$ cat config.mk
export PLATFORM = sky130hd
export DESIGN_NAME = accumulator_machine_execute
export DESIGN_NICKNAME = d
export VERILOG_FILES = /design/src/rtl/ame_pkg.sv /design/src/rtl/ame_ram.sv /design/src/rtl/ame_alu.sv /design/src/rtl/accumulator_machine_execute.sv
export SDC_FILE = /design/constraint.sdc
export NUM_CORES = 1
export LEC_CHECK = 0
export ABC_AREA = 1
export BUFFER_PORTS_ARGS = -buffer_cell sky130_fd_sc_hd__buf_2
export CAP_MARGIN = 20
export CORE_ASPECT_RATIO = 1.5
export CORE_MARGIN = 2
export CORE_UTILIZATION = 45
export DETAILED_ROUTE_END_ITERATION = 8
export PLACE_DENSITY = 0.59
export SETUP_SLACK_MARGIN = 0.02
export SYNTH_ARGS = -nofsm -noshare
export SYNTH_HDL_FRONTEND = slang
export SYNTH_SLANG_ARGS = --single-unit
$ cat constraint.sdc
create_clock -name clk -period 9.3 [get_ports clk]
set_clock_uncertainty 0.1 [all_clocks]
set_input_delay 1.86 -clock clk [delete_from_list [all_inputs] [get_ports clk]]
set_output_delay 1.86 -clock clk [all_outputs]
set_load 0.005 [all_outputs]
$ cat src/rtl/ame_pkg.sv
// ----------------------------------------------------------------------------
// ame_pkg
// Shared types, codes and helpers of the accumulator machine execute block.
// ----------------------------------------------------------------------------
package ame_pkg;

	localparam int NUM_SLOTS  = 7;
	localparam int DATA_WIDTH = 32;
	localparam int SLOT_AW    = (NUM_SLOTS > 1) ? $clog2(NUM_SLOTS) : 1;
	localparam int CNT_W      = $clog2(DATA_WIDTH);
	localparam int IN_W       = 40;
	localparam int OUT_W      = 72;

	typedef logic [DATA_WIDTH-1:0] data_t;

	localparam logic [3:0] OP_SET   = 4'd0;
	localparam logic [3:0] OP_LOADI = 4'd1;
	localparam logic [3:0] OP_LOAD  = 4'd2;
	localparam logic [3:0] OP_ADD   = 4'd3;
	localparam logic [3:0] OP_SUB   = 4'd4;
	localparam logic [3:0] OP_MULT  = 4'd5;
	localparam logic [3:0] OP_DIV   = 4'd6;
	localparam logic [3:0] OP_STORE = 4'd7;
	localparam logic [3:0] OP_END   = 4'd8;

	typedef enum logic [2:0] {
		ST_OK      = 3'd0,
		ST_ENDED   = 3'd1,
		ST_BADOP   = 3'd2,
		ST_BADSLOT = 3'd3,
		ST_DIVZERO = 3'd4,
		ST_HALTED  = 3'd5
	} status_t;

	typedef enum logic [1:0] {
		ALU_ADD = 2'd0,
		ALU_SUB = 2'd1,
		ALU_MUL = 2'd2,
		ALU_DIV = 2'd3
	} alu_op_t;

	typedef struct packed {
		logic    start;
		alu_op_t op;
		data_t   a;
		data_t   b;
	} alu_req_t;

	typedef struct packed {
		logic  done;
		data_t result;
	} alu_rsp_t;

	function automatic data_t imm_to_data(logic [31:0] v);
		logic [63:0] w;
		w = {{32{v[31]}}, v};
		return w[DATA_WIDTH-1:0];
	endfunction

	function automatic logic [31:0] data_to_out(data_t v);
		logic [63:0] w;
		w = 64'(v);
		return w[31:0];
	endfunction

endpackage

$ cat src/rtl/ame_ram.sv
// ----------------------------------------------------------------------------
// ame_ram
// Generic single-write, single-read RAM with registered read data.
// ----------------------------------------------------------------------------
module ame_ram #(
	parameter int WIDTH = 32,
	parameter int DEPTH = 8
) (
	input  logic                                    clk,
	input  logic                                    we,
	input  logic [((DEPTH > 1) ? $clog2(DEPTH) : 1)-1:0] waddr,
	input  logic [WIDTH-1:0]                        wdata,
	input  logic                                    re,
	input  logic [((DEPTH > 1) ? $clog2(DEPTH) : 1)-1:0] raddr,
	output logic [WIDTH-1:0]                        rdata
);

	logic [WIDTH-1:0] mem_q [DEPTH];

	always_ff @(posedge clk) begin
		if (we) begin
			mem_q[waddr] <= wdata;
		end
		if (re) begin
			rdata <= mem_q[raddr];
		end
	end

endmodule

$ cat src/rtl/ame_alu.sv
// ----------------------------------------------------------------------------
// ame_alu
// Shared iterative unit: one adder serves add, subtract, shift-add multiply
// and restoring signed divide, one step per cycle.
// ----------------------------------------------------------------------------
module ame_alu import ame_pkg::*; (
	input  logic     clk,
	input  logic     arst_n,
	input  alu_req_t req,
	output alu_rsp_t rsp
);

	typedef enum logic [5:0] {
		A_IDLE = 6'b000001,
		A_NEGA = 6'b000010,
		A_NEGB = 6'b000100,
		A_MUL  = 6'b001000,
		A_DIV  = 6'b010000,
		A_NEGQ = 6'b100000
	} alu_state_t;

	alu_state_t        st_q;
	logic [CNT_W-1:0]  cnt_q;
	data_t             acc_q;
	data_t             opa_q;
	data_t             opb_q;
	logic              neg_q;
	logic              done_q;
	data_t             res_q;

	logic [DATA_WIDTH:0] add_x;
	logic [DATA_WIDTH:0] add_y;
	logic                add_ci;
	logic [DATA_WIDTH:0] sum;
	data_t               shifted;
	logic                done_d;

	assign shifted = {acc_q[DATA_WIDTH-2:0], opa_q[DATA_WIDTH-1]};

	assign done_d = ((st_q == A_IDLE) && req.start && (req.op inside {ALU_ADD, ALU_SUB})) ||
	                ((st_q == A_MUL) && (cnt_q == '0)) ||
	                (st_q == A_NEGQ);

	always_comb begin
		add_x  = '0;
		add_y  = '0;
		add_ci = 1'b0;
		case (st_q)
			A_IDLE: begin
				add_x = {1'b0, req.a};
				if (req.op == ALU_SUB) begin
					add_y  = {1'b0, ~req.b};
					add_ci = 1'b1;
				end else begin
					add_y = {1'b0, req.b};
				end
			end
			A_NEGA: begin
				add_x  = {1'b0, opa_q[DATA_WIDTH-1] ? ~opa_q : opa_q};
				add_ci = opa_q[DATA_WIDTH-1];
			end
			A_NEGB: begin
				add_x  = {1'b0, opb_q[DATA_WIDTH-1] ? ~opb_q : opb_q};
				add_ci = opb_q[DATA_WIDTH-1];
			end
			A_MUL: begin
				add_x = {1'b0, acc_q};
				add_y = opb_q[0] ? {1'b0, opa_q} : '0;
			end
			A_DIV: begin
				add_x  = {1'b0, shifted};
				add_y  = ~{1'b0, opb_q};
				add_ci = 1'b1;
			end
			A_NEGQ: begin
				add_x  = {1'b0, neg_q ? ~opa_q : opa_q};
				add_ci = neg_q;
			end
			default: begin
				add_x = '0;
			end
		endcase
	end

	assign sum = add_x + add_y + {{DATA_WIDTH{1'b0}}, add_ci};

	always_ff @(posedge clk or negedge arst_n) begin
		if (!arst_n) begin
			st_q   <= A_IDLE;
			cnt_q  <= '0;
			acc_q  <= '0;
			opa_q  <= '0;
			opb_q  <= '0;
			neg_q  <= 1'b0;
			done_q <= 1'b0;
			res_q  <= '0;
		end else begin
			done_q <= done_d;
			case (st_q)
				A_IDLE: begin
					if (req.start) begin
						opa_q <= req.a;
						opb_q <= req.b;
						acc_q <= '0;
						neg_q <= req.a[DATA_WIDTH-1] ^ req.b[DATA_WIDTH-1];
						cnt_q <= CNT_W'(DATA_WIDTH - 1);
						case (req.op)
							ALU_MUL: st_q <= A_MUL;
							ALU_DIV: st_q <= A_NEGA;
							default: begin
								res_q <= sum[DATA_WIDTH-1:0];
							end
						endcase
					end
				end
				A_NEGA: begin
					opa_q <= sum[DATA_WIDTH-1:0];
					st_q  <= A_NEGB;
				end
				A_NEGB: begin
					opb_q <= sum[DATA_WIDTH-1:0];
					st_q  <= A_DIV;
				end
				A_MUL: begin
					acc_q <= sum[DATA_WIDTH-1:0];
					opa_q <= {opa_q[DATA_WIDTH-2:0], 1'b0};
					opb_q <= {1'b0, opb_q[DATA_WIDTH-1:1]};
					if (cnt_q == '0) begin
						res_q <= sum[DATA_WIDTH-1:0];
						st_q  <= A_IDLE;
					end else begin
						cnt_q <= cnt_q - 1'b1;
					end
				end
				A_DIV: begin
					acc_q <= sum[DATA_WIDTH] ? shifted : sum[DATA_WIDTH-1:0];
					opa_q <= {opa_q[DATA_WIDTH-2:0], ~sum[DATA_WIDTH]};
					if (cnt_q == '0) begin
						st_q <= A_NEGQ;
					end else begin
						cnt_q <= cnt_q - 1'b1;
					end
				end
				A_NEGQ: begin
					res_q <= sum[DATA_WIDTH-1:0];
					st_q  <= A_IDLE;
				end
				default: begin
					st_q <= A_IDLE;
				end
			endcase
		end
	end

	assign rsp.done   = done_q;
	assign rsp.result = res_q;

endmodule

$ cat src/rtl/accumulator_machine_execute.sv
// ----------------------------------------------------------------------------
// accumulator_machine_execute
// Executes one accumulator-machine instruction per input item against a small
// slot file and answers each with one status item.
// ----------------------------------------------------------------------------
// LOADI, END, halted, bad operator and bad slot go straight to the result;
// LOAD, STORE and divide by zero first read the slot; ADD, SUB, MULT and DIV
// read the slot and then wait for the shared unit. One item at a time; the next
// item can be taken in the cycle after the result is registered. MULT and DIV
// run on the shared unit's one adder, one step per cycle. Reset clears the
// accumulator, the slot valid bits (slots read as zero) and halt flag at once.
module accumulator_machine_execute import ame_pkg::*; (
	input  logic             clk,
	input  logic             arst_n,
	input  logic             s_tvalid,
	output logic             s_tready,
	input  logic [IN_W-1:0]  s_tdata,   // action[3:0], operand[35:4], zero pad
	output logic             m_tvalid,
	input  logic             m_tready,
	output logic [OUT_W-1:0] m_tdata    // status[2:0], accumulator[34:3],
	                                    // slot_value[66:35], zero pad
);

	typedef enum logic [3:0] {
		S_IDLE = 4'b0001,
		S_READ = 4'b0010,
		S_WAIT = 4'b0100,
		S_DONE = 4'b1000
	} state_t;

	state_t              st_q;
	logic                halted_q;
	data_t               acc_q;
	data_t               sv_q;
	data_t               v_q;
	status_t             status_q;
	logic [3:0]          action_q;
	logic [SLOT_AW-1:0]  idx_q;
	logic [NUM_SLOTS-1:0] valid_q;
	logic                m_tvalid_q;
	logic [OUT_W-1:0]    m_tdata_q;

	logic                accept;
	logic [3:0]          in_action;
	logic [31:0]         in_operand;
	logic                slot_ok;
	logic [SLOT_AW-1:0]  in_idx;
	data_t               ram_rdata;
	data_t               v;
	logic                idx_zero;
	logic                ram_we;
	logic                div_zero;
	alu_req_t            alu_req;
	alu_rsp_t            alu_rsp;

	assign in_action  = s_tdata[3:0];
	assign in_operand = s_tdata[35:4];
	assign in_idx     = in_operand[SLOT_AW-1:0];
	assign slot_ok    = in_operand < 32'(NUM_SLOTS);
	assign s_tready   = (st_q == S_IDLE);
	assign accept     = s_tvalid && s_tready;

	assign idx_zero = (idx_q == '0);
	assign v        = idx_zero ? acc_q : (valid_q[idx_q] ? ram_rdata : '0);
	assign div_zero = (v == '0);
	assign ram_we   = (st_q == S_READ) && (action_q == OP_STORE) && !idx_zero;

	ame_ram #(
		.WIDTH(DATA_WIDTH),
		.DEPTH(NUM_SLOTS)
	) u_slots (
		.clk   (clk),
		.we    (ram_we),
		.waddr (idx_q),
		.wdata (acc_q),
		.re    (accept),
		.raddr (in_idx),
		.rdata (ram_rdata)
	);

	always_comb begin
		alu_req.start = 1'b0;
		alu_req.op    = ALU_ADD;
		alu_req.a     = acc_q;
		alu_req.b     = v;
		if (st_q == S_READ) begin
			case (action_q)
				OP_ADD: alu_req.start = 1'b1;
				OP_SUB: begin
					alu_req.start = 1'b1;
					alu_req.op    = ALU_SUB;
				end
				OP_MULT: begin
					alu_req.start = 1'b1;
					alu_req.op    = ALU_MUL;
				end
				OP_DIV: begin
					alu_req.start = !div_zero;
					alu_req.op    = ALU_DIV;
				end
				default: alu_req.start = 1'b0;
			endcase
		end
	end

	ame_alu u_alu (
		.clk    (clk),
		.arst_n (arst_n),
		.req    (alu_req),
		.rsp    (alu_rsp)
	);

	always_ff @(posedge clk or negedge arst_n) begin
		if (!arst_n) begin
			st_q       <= S_IDLE;
			halted_q   <= 1'b0;
			acc_q      <= '0;
			sv_q       <= '0;
			v_q        <= '0;
			status_q   <= ST_OK;
			action_q   <= OP_SET;
			idx_q      <= '0;
			valid_q    <= '0;
			m_tvalid_q <= 1'b0;
			m_tdata_q  <= '0;
		end else begin
			if (m_tvalid_q && m_tready && (st_q != S_DONE)) begin
				m_tvalid_q <= 1'b0;
			end
			case (st_q)
				S_IDLE: begin
					if (accept) begin
						action_q <= in_action;
						idx_q    <= in_idx;
						sv_q     <= (!halted_q && (in_action == OP_LOADI)) ?
						            imm_to_data(in_operand) : acc_q;
						if (halted_q) begin
							status_q <= ST_HALTED;
							st_q     <= S_DONE;
						end else begin
							case (in_action)
								OP_END: begin
									halted_q <= 1'b1;
									status_q <= ST_ENDED;
									st_q     <= S_DONE;
								end
								OP_LOADI: begin
									acc_q    <= imm_to_data(in_operand);
									status_q <= ST_OK;
									st_q     <= S_DONE;
								end
								OP_LOAD, OP_ADD, OP_SUB, OP_MULT, OP_DIV, OP_STORE: begin
									if (slot_ok) begin
										status_q <= ST_OK;
										st_q     <= S_READ;
									end else begin
										halted_q <= 1'b1;
										status_q <= ST_BADSLOT;
										st_q     <= S_DONE;
									end
								end
								default: begin
									halted_q <= 1'b1;
									status_q <= ST_BADOP;
									st_q     <= S_DONE;
								end
							endcase
						end
					end
				end
				S_READ: begin
					case (action_q)
						OP_LOAD: begin
							acc_q <= v;
							sv_q  <= v;
							st_q  <= S_DONE;
						end
						OP_STORE: begin
							acc_q <= '0;
							sv_q  <= idx_zero ? '0 : acc_q;
							if (!idx_zero) begin
								valid_q[idx_q] <= 1'b1;
							end
							st_q <= S_DONE;
						end
						default: begin
							if ((action_q == OP_DIV) && div_zero) begin
								halted_q <= 1'b1;
								status_q <= ST_DIVZERO;
								sv_q     <= acc_q;
								st_q     <= S_DONE;
							end else begin
								v_q  <= v;
								st_q <= S_WAIT;
							end
						end
					endcase
				end
				S_WAIT: begin
					if (alu_rsp.done) begin
						acc_q <= alu_rsp.result;
						sv_q  <= idx_zero ? alu_rsp.result : v_q;
						st_q  <= S_DONE;
					end
				end
				S_DONE: begin
					if (!m_tvalid_q || m_tready) begin
						m_tvalid_q <= 1'b1;
						m_tdata_q  <= {5'b0, data_to_out(sv_q), data_to_out(acc_q), status_q};
						st_q       <= S_IDLE;
					end
				end
				default: begin
					st_q <= S_IDLE;
				end
			endcase
		end
	end

	assign m_tvalid = m_tvalid_q;
	assign m_tdata  = m_tdata_q;

`ifndef SYNTHESIS
	a_halt_sticks: assert property (@(posedge clk) disable iff (!arst_n)
		halted_q |=> halted_q)
		else $error("halt flag cleared without reset");

	a_alu_start_in_read: assert property (@(posedge clk) disable iff (!arst_n)
		alu_req.start |-> (st_q == S_READ) && !halted_q)
		else $error("shared unit started outside slot read");

	a_alu_done_in_wait: assert property (@(posedge clk) disable iff (!arst_n)
		alu_rsp.done |-> (st_q == S_WAIT))
		else $error("shared unit result with no instruction waiting");

	a_store_in_range: assert property (@(posedge clk) disable iff (!arst_n)
		ram_we |-> (32'(idx_q) < 32'(NUM_SLOTS)))
		else $error("slot write out of range");
`endif

endmodule

Yosys cells after proc, flatten, opt, wreduce, memory -nomap -nowiden
Memories as Yosys holds them, arrays and structs flattened. A register that Yosys moved wholly into a read port is not among the register bits. Index checks and enable logic that the tools add are counted.

Input port bits: 44. Memory bits (writable): 224. Bits in registers: 327. Output and inout bits: 74. Memories: 1.

Reductions and logical operators: 50. Bitwise gates (word level): 10. Add/subtract/negate cells: 3. Eq/ne operators: 43. $lt $le $gt $ge: 3. Muxes and demuxes: 79.

Memories: u_slots.mem_q (depth 7, bits a word 32, rd ports 1, clocked after Yosys merged registers in 1, write ports 1, line ame_ram.sv:18) `logic [WIDTH-1:0] mem_q [DEPTH];`.

Operator list (count): two-way mux 32 bit (24); case mux 32 bit (3 select lines) (5); case mux 32 bit (6 select lines) (1); case mux 32 bit (2 select lines) (2); case mux 32 bit (4 select lines) (1); case mux 33 bit (3 select lines) (1); NOT 32 bit (3); == test 4 x 3 -> 1 bit (second input constant) (9); adder 32 x 33 -> 33 bit (1); adder 33 x 1 -> 33 bit (1); NOT 32 -> 33 bit (1); zero test 32 bit (1); less-than comparator 32 x 3 -> 1 bit (second input constant) (1); two-way mux 4 bit (8); case mux 6 bit (5 select lines) (1); == test 4 x 2 -> 1 bit (second input constant) (5); two-way mux 6 bit (3); case mux 4 bit (4 select lines) (1); AND reduction 4 bit (4); two-way mux 3 bit (5); two-way mux 1 bit (13); inequality test 2 x 1 -> 1 bit (second input constant) (6); inequality test 2 bit (second input constant) (6); case mux 2 bit (3 select lines) (2); other kinds (44) (83).

Longest topological paths before layout
Gate-level depths: netlist (run 1).

Depth in word-level cells: 16. Mapped depth: 32. Mapped depth without buffers: 29.

Cells and area by module
A second synthesis (run 1) with hierarchy kept.

Cells, all modules: 4139. Area, all modules: 33332.0 um^2.

By module, submodules not included: ame_alu (cells an instance 1899, times used 1, sequential area each 3529.6 um^2, area each 12300.5 um^2); accumulator_machine_execute (cells an instance 1342, times used 1, sequential area each 4655.7 um^2, area each 10617.7 um^2); ame_ram (cells an instance 898, times used 1, sequential area each 7687.4 um^2, area each 10413.7 um^2).

Worst setup path before layout (run 1)
No wires, ideal clock.

Path kind: flip-flop to flip-flop. From: register st_q[3]. To: register u_alu.acc_q[13]. Stages on the path, launching flop included: 30. Library setup time: 0.126 ns. Required time: 9.074 ns. Clock period less this slack: 5.116 ns. Path slack: 4.184 ns. Arrival: 4.890 ns. Path through: dfrtp_1 -> nor2_1 -> inv_1 -> nor3_2 -> nand2_1 -> inv_2 -> clkbuf_1 -> nand2_1 -> nand3_1 -> o211ai_1 -> fa_1 -> fa_1 -> nand2_1 -> o21ai_0 -> nand2_1 -> nand2_1 -> a21oi_1 -> inv_1 -> nand4_1 -> nand2_1 -> inv_1 -> o41ai_1 -> ha_1 -> clkbuf_1 -> inv_1 -> a21oi_1 -> inv_1 -> clkbuf_1 -> o21ai_0 -> nand3_1.

Word-level cells in the longest chain between the ends: 9. Elaborated cells on any way between the ends: 13. Those cells by class: add/sub: 2; eq/ne: 3; mux: 7; reduce/logical: 1.

RTL lines: from (decl) (line accumulator_machine_execute.sv:31) `state_t st_q;`; from (signal assigned) (line accumulator_machine_execute.sv:115) `st_q <= S_IDLE;`; from (signal assigned) (line accumulator_machine_execute.sv:139) `st_q <= S_DONE;`; from (signal assigned) (line accumulator_machine_execute.sv:145) `st_q <= S_DONE;`; == test 4 x 2 -> 1 bit * (line accumulator_machine_execute.sv:86) `if (st_q == S_READ) begin`; two-way mux 3 bit * (line accumulator_machine_execute.sv:86); == test 2 x 1 -> 1 bit (line ame_alu.sv:51) `if (req.op == ALU_SUB) begin`; two-way mux 32 bit (line ame_alu.sv:51); case mux 33 bit (3 select lines) (line ame_alu.sv:48) `case (st_q)`; adder 32 x 33 -> 33 bit (line ame_alu.sv:85) `assign sum = add_x + add_y + {{DATA_WIDTH{1'b0}}, add_ci};`; adder 33 x 1 -> 33 bit (line ame_alu.sv:85); two-way mux 32 bit (line ame_alu.sv:136) `acc_q <= sum[DATA_WIDTH] ? shifted : sum[DATA_WIDTH-1:0];`; case mux 32 bit (3 select lines) (line ame_alu.sv:99) `case (st_q)`; to (signal assigned) (line ame_alu.sv:125) `acc_q <= sum[DATA_WIDTH-1:0];`; to (signal assigned) (line ame_alu.sv:136); to (decl) (line ame_alu.sv:24) `data_t acc_q;`.

Mark *: on every way between the ends. The rest lies on a longest branch, timed or not. A chain may end at the register's enable or synchronous reset.

Final worst setup path (run 1)
From: register idx_q[2]. To: register u_alu.acc_q[13].

Word-level cells in the longest chain between the ends: 11. Elaborated cells on any way between the ends: 18. Those cells by class: add/sub: 2; eq/ne: 1; mux: 10; bitwise: 1; reduce/logical: 4.

RTL lines: from (decl) (line accumulator_machine_execute.sv:38) `logic [SLOT_AW-1:0] idx_q;`; from (signal assigned) (line accumulator_machine_execute.sv:134) `idx_q <= in_idx;`; binary-select mux 1 bit (select 3 bit) (line accumulator_machine_execute.sv:64) `assign v = idx_zero ? acc_q : (valid_q[idx_q] ? ram_rdata : '0);`; two-way mux 1 bit (not written as such) (line accumulator_machine_execute.sv:64); two-way mux 32 bit (line accumulator_machine_execute.sv:64); two-way mux 32 bit * (line accumulator_machine_execute.sv:64); NOT 32 bit (line ame_alu.sv:52) `add_y = {1'b0, ~req.b};`; two-way mux 32 bit (line ame_alu.sv:51); case mux 33 bit (3 select lines) (line ame_alu.sv:48); adder 32 x 33 -> 33 bit (line ame_alu.sv:85); adder 33 x 1 -> 33 bit (line ame_alu.sv:85); two-way mux 32 bit (line ame_alu.sv:136); case mux 32 bit (3 select lines) (line ame_alu.sv:99).

Mark *: on every way between the ends. The rest lies on a longest branch, timed or not. The select of a mux whose other input is x is not followed.

==> flow_summary_export.csv, run 1 <==
group,metric,value,unit
outcome,status,"finished clean",
sta,hold_slack,0.282,ns
placement,hpwl,74100,um
sta,finalMaxSlewViolations,0,
finish,final_nets,3639,
critical_path,required,9.77,ns
logic_synthesis,syn_avg_cell_area,8.72,um2
global_routing,antenna_found_initial,1,
global_routing,overflow,0,
hold_path,holdPathStages,0,
clock_tree,htree_levels,2,
clock_tree,tritoncts,"built",
sta,post-route-min-period,6.24,ns
sta,setup_viol_count_final,0,
route,drt_wl_total,110000,um
hold_path,hold_start,"valid_q[0]$_DFFE_PN0P_",
die,row_count,117,
clock_tree,post_cts_buffers,0,
clock_tree,ctsResizeCount,0,
clock_tree,cts_buffers,56,
sta,post-route-period-util,0.671,
die,io_pins,118,
logic_synthesis,synth_edf_count,256,
clock_tree,clkTransAtPathRegs,0.06,ns
logic_synthesis,synth-seq-area-share,0.518,
clock_tree,cts.sinks,583,
logic_synthesis,synthArstFlopShare,0.561,
sta,timing.slew.headroom,0.248,
global_routing,grt_start_max_net_pins,165,
hold_path,min_to,"valid_q[0]$_DFFE_PN0P_",
critical_path,timing.rr.start,"idx_q[2]$_DFFE_PN0P_",
critical_path,rr_endpoint,"u_alu.acc_q[13]$_DFFE_PN0P_",
die,die_area,0.0703,mm2
power_and_ir_drop,ir_drop,0.263,mV
critical_path,crit_start,"idx_q[2]$_DFFE_PN0P_",
logic_synthesis,synth_cells,3517,
die,die_h,324,um
placement,numPortBuffers,108,
logic_synthesis,yosys.area.top_type_share,0.265,
power_and_ir_drop,p_leak,14.9,nW
sta,final_hold_viol_count,0,
critical_path,critPathCaptureType,"flip-flop",
route,drt_iter0_markers,2753,
die,die_x,217,um
die,start_util,0.453,
route,wl_per_cell,24.5,um
clock_tree,cts_root_buffer,"clkbuf_16",
route,drc,0,
logic_synthesis,synth_cell_types,54,
sta,worstMarginPinSlew,1.12,ns
global_routing,first_global_vias,26300,
finish,layout-drive-gt1-share,0.100,
critical_path,r2r_cells,25,
route,drt_first_pass_iters,6,
placement,routabilityCongestion,0.984,
critical_path,crit_arrival,6.72,ns
critical_path,crit_fanout,30,
sta,rsz0062_at_grt,"false",
logic_synthesis,yosys_warnings,0,
die,core,0.0676,mm2
hold_path,worstHoldPathType,"reg -> reg",
flow_run,maxCapViolCount,0,
critical_path,start_kind,"flip-flop",
critical_path,reg2reg_slack,3.06,ns
power_and_ir_drop,cellPowerDensity,330,mW/mm2
sta,setup_tns,0,ns
logic_synthesis,synthFlopType,"dfrtp_1",
clock_tree,postCtsHoldBufs,0,
logic_synthesis,synth.largest_area_cell,"dfrtp_1",
global_routing,grt_pass1_wl,165000,um
sta,max_freq,160,MHz
route,viasPerCell,6.05,
clock_tree,clock_path_buffers,3,
logic_synthesis,synth_area,0.0307,mm2
logic_synthesis,synth_area_leaders,"dfrtp_1 27%, edfxtp_1 25%, nand2_1 10%",
logic_synthesis,synth-seq-cells,583,
finish,final.fill_count,6458,
finish,syn_to_final_growth,11.2,%
route,final_antenna_net_count,0,
critical_path,critPathKind,"reg -> reg",
route,vias,27200,
global_routing,grt_usage,0.311,
clock_tree,clk-insertion-delay-late,0.64,ns
-- through the flow --
stage          utilization  total power (W)  std cells  setup WS (ns)  instance area [um2]
5_1_grt              0.504           0.0119       4496           2.53                34100
3_5_place_dp         0.475          0.00868       4392           3.14                32100
2_1_floorplan            -          0.00670       3553           4.18                30800
3_3_place_gp         0.475          0.00862       4392           3.13                32100
4_1_cts              0.504           0.0112       4495           3.08                34100
6_report             0.504           0.0113       4497           3.06                34100
-- layout by cell type (no fill, tap or decap), types with 22 or more instances in the layout --
cell and n:
xnor2_1 35, nor2_1 324, xor2_1 68, conb_1 37
edfxtp_1 256, clkbuf_16 56, buf_2 106, inv_1 224
buf_4 64, o211ai_1 33, a22oi_1 63, o31ai_1 31
a221oi_1 56, a21oi_1 184, nand3_1 108, o21ai_1 22
ha_1 34, o21ai_0 343, mux2_2 33, o221ai_1 54
dfrtp_1 323, o22ai_1 75, nand2_1 832
-- logic make-up after synthesis --
family          Yosys count  synth area share
buf+inv                 462            0.0601
flops                   583             0.518
xor+xnor                103            0.0294
compound gates          944             0.188
simple gates           1355             0.177
mux                      33            0.0121
fa+ha+maj                36            0.0152
other cells               1          0.000122
-- synthesized netlist by cell type (7+ instances only) --
master,count
a21oi_1,185
a221oi_1,56
a22oi_1,63
a31oi_1,20
a32oi_1,8
buf_1,19
buf_2,24
buf_4,15
clkbuf_1,164
dfrtp_1,325
edfxtp_1,256
ha_1,34
inv_1,225
mux2_2,33
nand2_1,834
nand2_2,7
nand3_1,108
nand4_1,16
nor2_1,331
nor2_2,16
nor3_1,17
nor4_1,8
o2111ai_1,16
o211ai_1,33
o21a_1,18
o21ai_0,343
o21ai_1,22
o221ai_1,54
o22ai_1,75
o31ai_1,31
or2_2,9
xnor2_1,35
xor2_1,68
-- area by class of cell --
| type | instances | area, um2 | share of cell area |
|---|---|---|---|
| sequential | 583 | 15900 | 0.465 |
| multi-input combinational | 2508 | 13200 | 0.386 |
| clock buffer | 66 | 1500 | 0.0439 |
| tap | 892 | 1120 | 0.0327 |
| timing repair buffer | 173 | 1070 | 0.0315 |
| inverter | 237 | 890 | 0.0261 |
| clock inverter | 37 | 488 | 0.0143 |
| antenna | 1 | 2.50 | 0.0000733 |
-- report_power, final --
group          internal [W]  switching, W  leakage [nW]  total, W
registers           0.00321      0.000395          6.55   0.00361
logic               0.00152       0.00365          7.42   0.00517
clock network       0.00144       0.00105         0.960   0.00249
-- registers in the layout, summed over array words and instances (netlist names) --
register / count
status_q: 3
u_alu.res_q: 32
v_q: 32
m_tdata: 67
acc_q: 32
u_alu.opa_q: 32
u_alu.acc_q: 32
u_slots.rdata: 32
halted_q: 1
u_alu.neg_q: 1
u_alu.st_q: 6
action_q: 4
sv_q: 32
u_slots.mem_q: 224
valid_q: 7
idx_q: 3
m_tvalid: 1
u_alu.done_q: 1
u_alu.cnt_q: 5
u_alu.opb_q: 32
st_q: 4
-- worst max-delay path by stage --
stage / to / slack (ns) / depth (start not counted)
detailed placement: u_alu.acc_q[11]$_DFFE_PN0P_ / 3.14 / 25
CTS: u_alu.acc_q[11]$_DFFE_PN0P_ / 3.08 / 25
global placement: u_alu.acc_q[9]$_DFFE_PN0P_ / 3.13 / 25
finish: u_alu.acc_q[13]$_DFFE_PN0P_ / 3.06 / 25
global route: u_alu.acc_q[11]$_DFFE_PN0P_ / 2.53 / 25
floorplan: u_alu.acc_q[13]$_DFFE_PN0P_ / 4.18 / 29
-- worst max-delay path, stage by stage, from the launching register on --
cell      delay, ns
dfrtp_1        0.41
nor2_1         0.21
nand2_2        0.34
inv_1          0.68
buf_4          0.51
nand2_1        0.09
o21a_1         0.22
xor2_1         0.26
o221ai_1       0.15
ha_1           0.46
nand2_1        0.13
nor2_1         0.11
inv_1          0.05
nor3_1         0.27
nand4_1        0.14
nand2_1        0.17
inv_1          0.09
o41ai_1        0.27
ha_1           0.31
inv_1          0.06
buf_4          0.29
a21oi_1        0.14
inv_1          0.08
buf_4          0.34
o21ai_0        0.13
nand3_1        0.12
-- layer usage --
metal | track usage | vias to the layer above | wire (um)
met5 | 0 | - | 0
met4 | 0.157 | 0 | 6240
met3 | 0.0369 | 317 | 7860
met2 | 0.518 | 1390 | 52500
met1 | 0.400 | 13300 | 43600
li1 | - | 12200 | -
No activity file was read; power rests on OpenSTA's default activity.
==> inputs of run 2 (changes only) <==
--- a/config.mk
+++ b/config.mk
@@ -12,7 +12,7 @@
 export CORE_MARGIN = 2
 export CORE_UTILIZATION = 45
 export DETAILED_ROUTE_END_ITERATION = 8
-export PLACE_DENSITY = 0.59
+export PLACE_DENSITY = 0.61
 export SETUP_SLACK_MARGIN = 0.02
 export SYNTH_ARGS = -nofsm -noshare
 export SYNTH_HDL_FRONTEND = slang
==> constraint.sdc (replaced) <==
create_clock -name clk -period 5.1 [get_ports clk]
set_clock_uncertainty 0.1 [all_clocks]
set_input_delay 1.02 -clock clk [delete_from_list [all_inputs] [get_ports clk]]
set_output_delay 1.02 -clock clk [all_outputs]
set_load 0.005 [all_outputs]
==> run 2 against run 1 <==
  * Die area stayed put
  * Cell area increased by 3.7%
  * Worst setup slack got worse by 2.8 ns
  * Largest cell class unchanged
  * Critical endpoint is now u_alu.acc_q[0]$_DFFE_PN0P_
  * First-iteration DRC count about the same
  * Critical path depth grew 1
  * Register-to-register slack worse by 2.8 ns
  * Maximum frequency grew 30%
  * Count of clock-buffer cells in the layout up 8
  * Non-clock buffer count increased by 145
  * Via count grew 0.22%
==> flow_summary_export.csv, run 2 (synthesis gave the netlist of run 1 again) <==
group,metric,value,unit
die,row_count,117,
power_and_ir_drop,ir_drop,0.360,mV
critical_path,critPathKind,"reg -> reg",
clock_tree,clk-insertion-delay-late,0.64,ns
clock_tree,clkTransAtPathRegs,0.07,ns
sta,worstMarginPinSlew,1.15,ns
finish,final.fill_count,6376,
die,io_pins,118,
finish,register_area,0.0159,mm2
sta,setup_tns,0,ns
critical_path,reg2reg_slack,0.29,ns
placement,numPortBuffers,108,
finish,diodes,0,
finish,regMostFlops,"u_slots.mem_q",
clock_tree,tritoncts,"built",
placement,routabilityCongestion,0.965,
critical_path,rr_endpoint,"u_alu.acc_q[0]$_DFFE_PN0P_",
die,die_h,324,um
clock_tree,cts.sinks,583,
route,final_antenna_net_count,0,
clock_tree,htree_levels,2,
global_routing,grt_usage,0.302,
finish,design_area,0.0354,mm2
critical_path,critPathCaptureType,"flip-flop",
route,viasPerCell,5.87,
flow_run,maxCapViolCount,0,
critical_path,crit_fanout,18,
finish,layout-drive-gt1-share,0.138,
finish,fin_util,0.523,
finish,syn_to_final_growth,15.4,%
sta,setup_viol_count_final,0,
critical_path,r2r_cells,26,
critical_path,crit_start,"idx_q[0]$_DFFE_PN0P_",
sta,timing.slew.headroom,0.235,
sta,post-route-period-util,0.943,
sta,post-route-min-period,4.81,ns
global_routing,grt_pass1_wl,161000,um
finish,instances_no_fill,4641,
global_routing,antenna_found_initial,0,
critical_path,required,5.52,ns
finish,multi_input_area,0.0133,mm2
placement,dp_cells,4529,
die,core,0.0676,mm2
hold_path,worstHoldPathType,"reg -> reg",
route,drt_iter0_markers,2755,
power_and_ir_drop,p_leak,15.7,nW
sta,finalMaxSlewViolations,0,
global_routing,grt_start_max_net_pins,103,
route,drt_first_pass_iters,6,
placement,hpwl,74300,um
die,die_area,0.0703,mm2
finish,final_nets,3783,
critical_path,timing.rr.start,"idx_q[0]$_DFFE_PN0P_",
sta,max_freq,208,MHz
finish,final_common_cell,"nand2_1",
clock_tree,cts_root_buffer,"clkbuf_16",
critical_path,crit_arrival,5.23,ns
route,wl_per_cell,23.1,um
sta,final_hold_viol_count,0,
finish,largest_register_ffs,224,
global_routing,first_global_vias,26100,
die,die_x,217,um
finish,final_cell_mix,"831 x nand2_1, 337 x o21ai_0, 323 x nor2_1, 323 x dfrtp_1, 256 x edfxtp_1",
critical_path,crit_end,"u_alu.acc_q[0]$_DFFE_PN0P_",
route,vias,27300,
clock_tree,clock_path_buffers,3,
power_and_ir_drop,cellPowerDensity,613,mW/mm2
route,drc,0,
critical_path,start_kind,"flip-flop",
outcome,status,"finished clean",
placement,place_area,0.0333,mm2
global_routing,overflow,0,
clock_tree,cts_buffers,55,
sta,rsz0062_at_grt,"false",
die,start_util,0.453,
route,drt_wl_total,107000,um
run 2: cell types whose count changed in the layout (fill, tap and decap cells not counted), moves of 5 or more:
cell	previous run	this run
buf_4	64	200
buf_12	1	11
clkbuf_1	4	11
clkinv_2	12	6
o21ai_0	343	337
o21ai_1	22	27
run 2: routing by layer:
layer | part of all wire | global-route usage
met3 | 0.074 | 0.0421
met2 | 0.48 | 0.496
met5 | 0 | 0
met1 | 0.39 | 0.388
met4 | 0.059 | 0.161
run 2: worst min-delay path by stage:
stage	from	to	slack (ns)	depth (start not counted)
after floorplan	valid_q[1]$_DFFE_PN0P_	valid_q[1]$_DFFE_PN0P_	0.32	2
after global routing	valid_q[0]$_DFFE_PN0P_	valid_q[0]$_DFFE_PN0P_	0.29	0
final	valid_q[0]$_DFFE_PN0P_	valid_q[0]$_DFFE_PN0P_	0.28	0
after CTS	valid_q[0]$_DFFE_PN0P_	valid_q[0]$_DFFE_PN0P_	0.28	0
after global placement	valid_q[0]$_DFFE_PN0P_	valid_q[0]$_DFFE_PN0P_	0.27	0
after detailed placement	valid_q[0]$_DFFE_PN0P_	valid_q[0]$_DFFE_PN0P_	0.27	0
run 2: cell type report:
| cell class | count | share of cell area |
|---|---|---|
| sequential | 583 | 0.449 |
| multi-input combinational | 2508 | 0.374 |
| timing repair buffer | 318 | 0.0642 |
| clock buffer | 74 | 0.0435 |
| tap | 892 | 0.0315 |
| inverter | 237 | 0.0253 |
| clock inverter | 29 | 0.0125 |
run 2: timing repair:
| action | in CTS | in global routing |
|---|---|---|
| setup endpoints to repair | 23 | 45 |
| hold buffers | 0 | 0 |
| pin swaps | 0 | 7 |
| resized for setup | 1 | 26 |
| buffers inserted | 0 | 9 |
| gates cloned | 0 | 0 |
run 2: worst max-delay path, cell delays in order, from the launching register on:
cell and delay, ns:
dfrtp_2 0.45, inv_4 0.11, nand2_1 0.06, nand3_1 0.07
nand2_1 0.09, nor2_4 0.21, buf_12 0.18, buf_4 0.14
o21a_1 0.18, xor2_1 0.25, o221ai_1 0.18, ha_1 0.35
a21o_1 0.21, a31oi_1 0.21, o21ai_0 0.11, buf_4 0.15
a21oi_1 0.11, nand2_1 0.13, inv_1 0.14, o41ai_4 0.09
ha_1 0.33, buf_4 0.11, buf_4 0.22, buf_4 0.16
nand2_1 0.05, a32oi_1 0.21, nand2_1 0.08
run 2: stage by stage:
| stage | hold slack, ns | power, W | worst slack (ns) |
|---|---|---|---|
| floorplan | 0.323 | 0.0122 | 0.104 |
| global placement | 0.267 | 0.0167 | 0.0315 |
| detailed placement | 0.268 | 0.0167 | -0.0408 |
| CTS | 0.282 | 0.0213 | 0.0305 |
| global route | 0.293 | 0.0229 | 0.0355 |
| finish | 0.279 | 0.0217 | 0.291 |
run 2: report_power, final:
group	internal, W	total (W)	switching (W)
registers	0.00586	0.00644	0.000582
clock network	0.00264	0.00458	0.00194
logic	0.00366	0.0107	0.00702
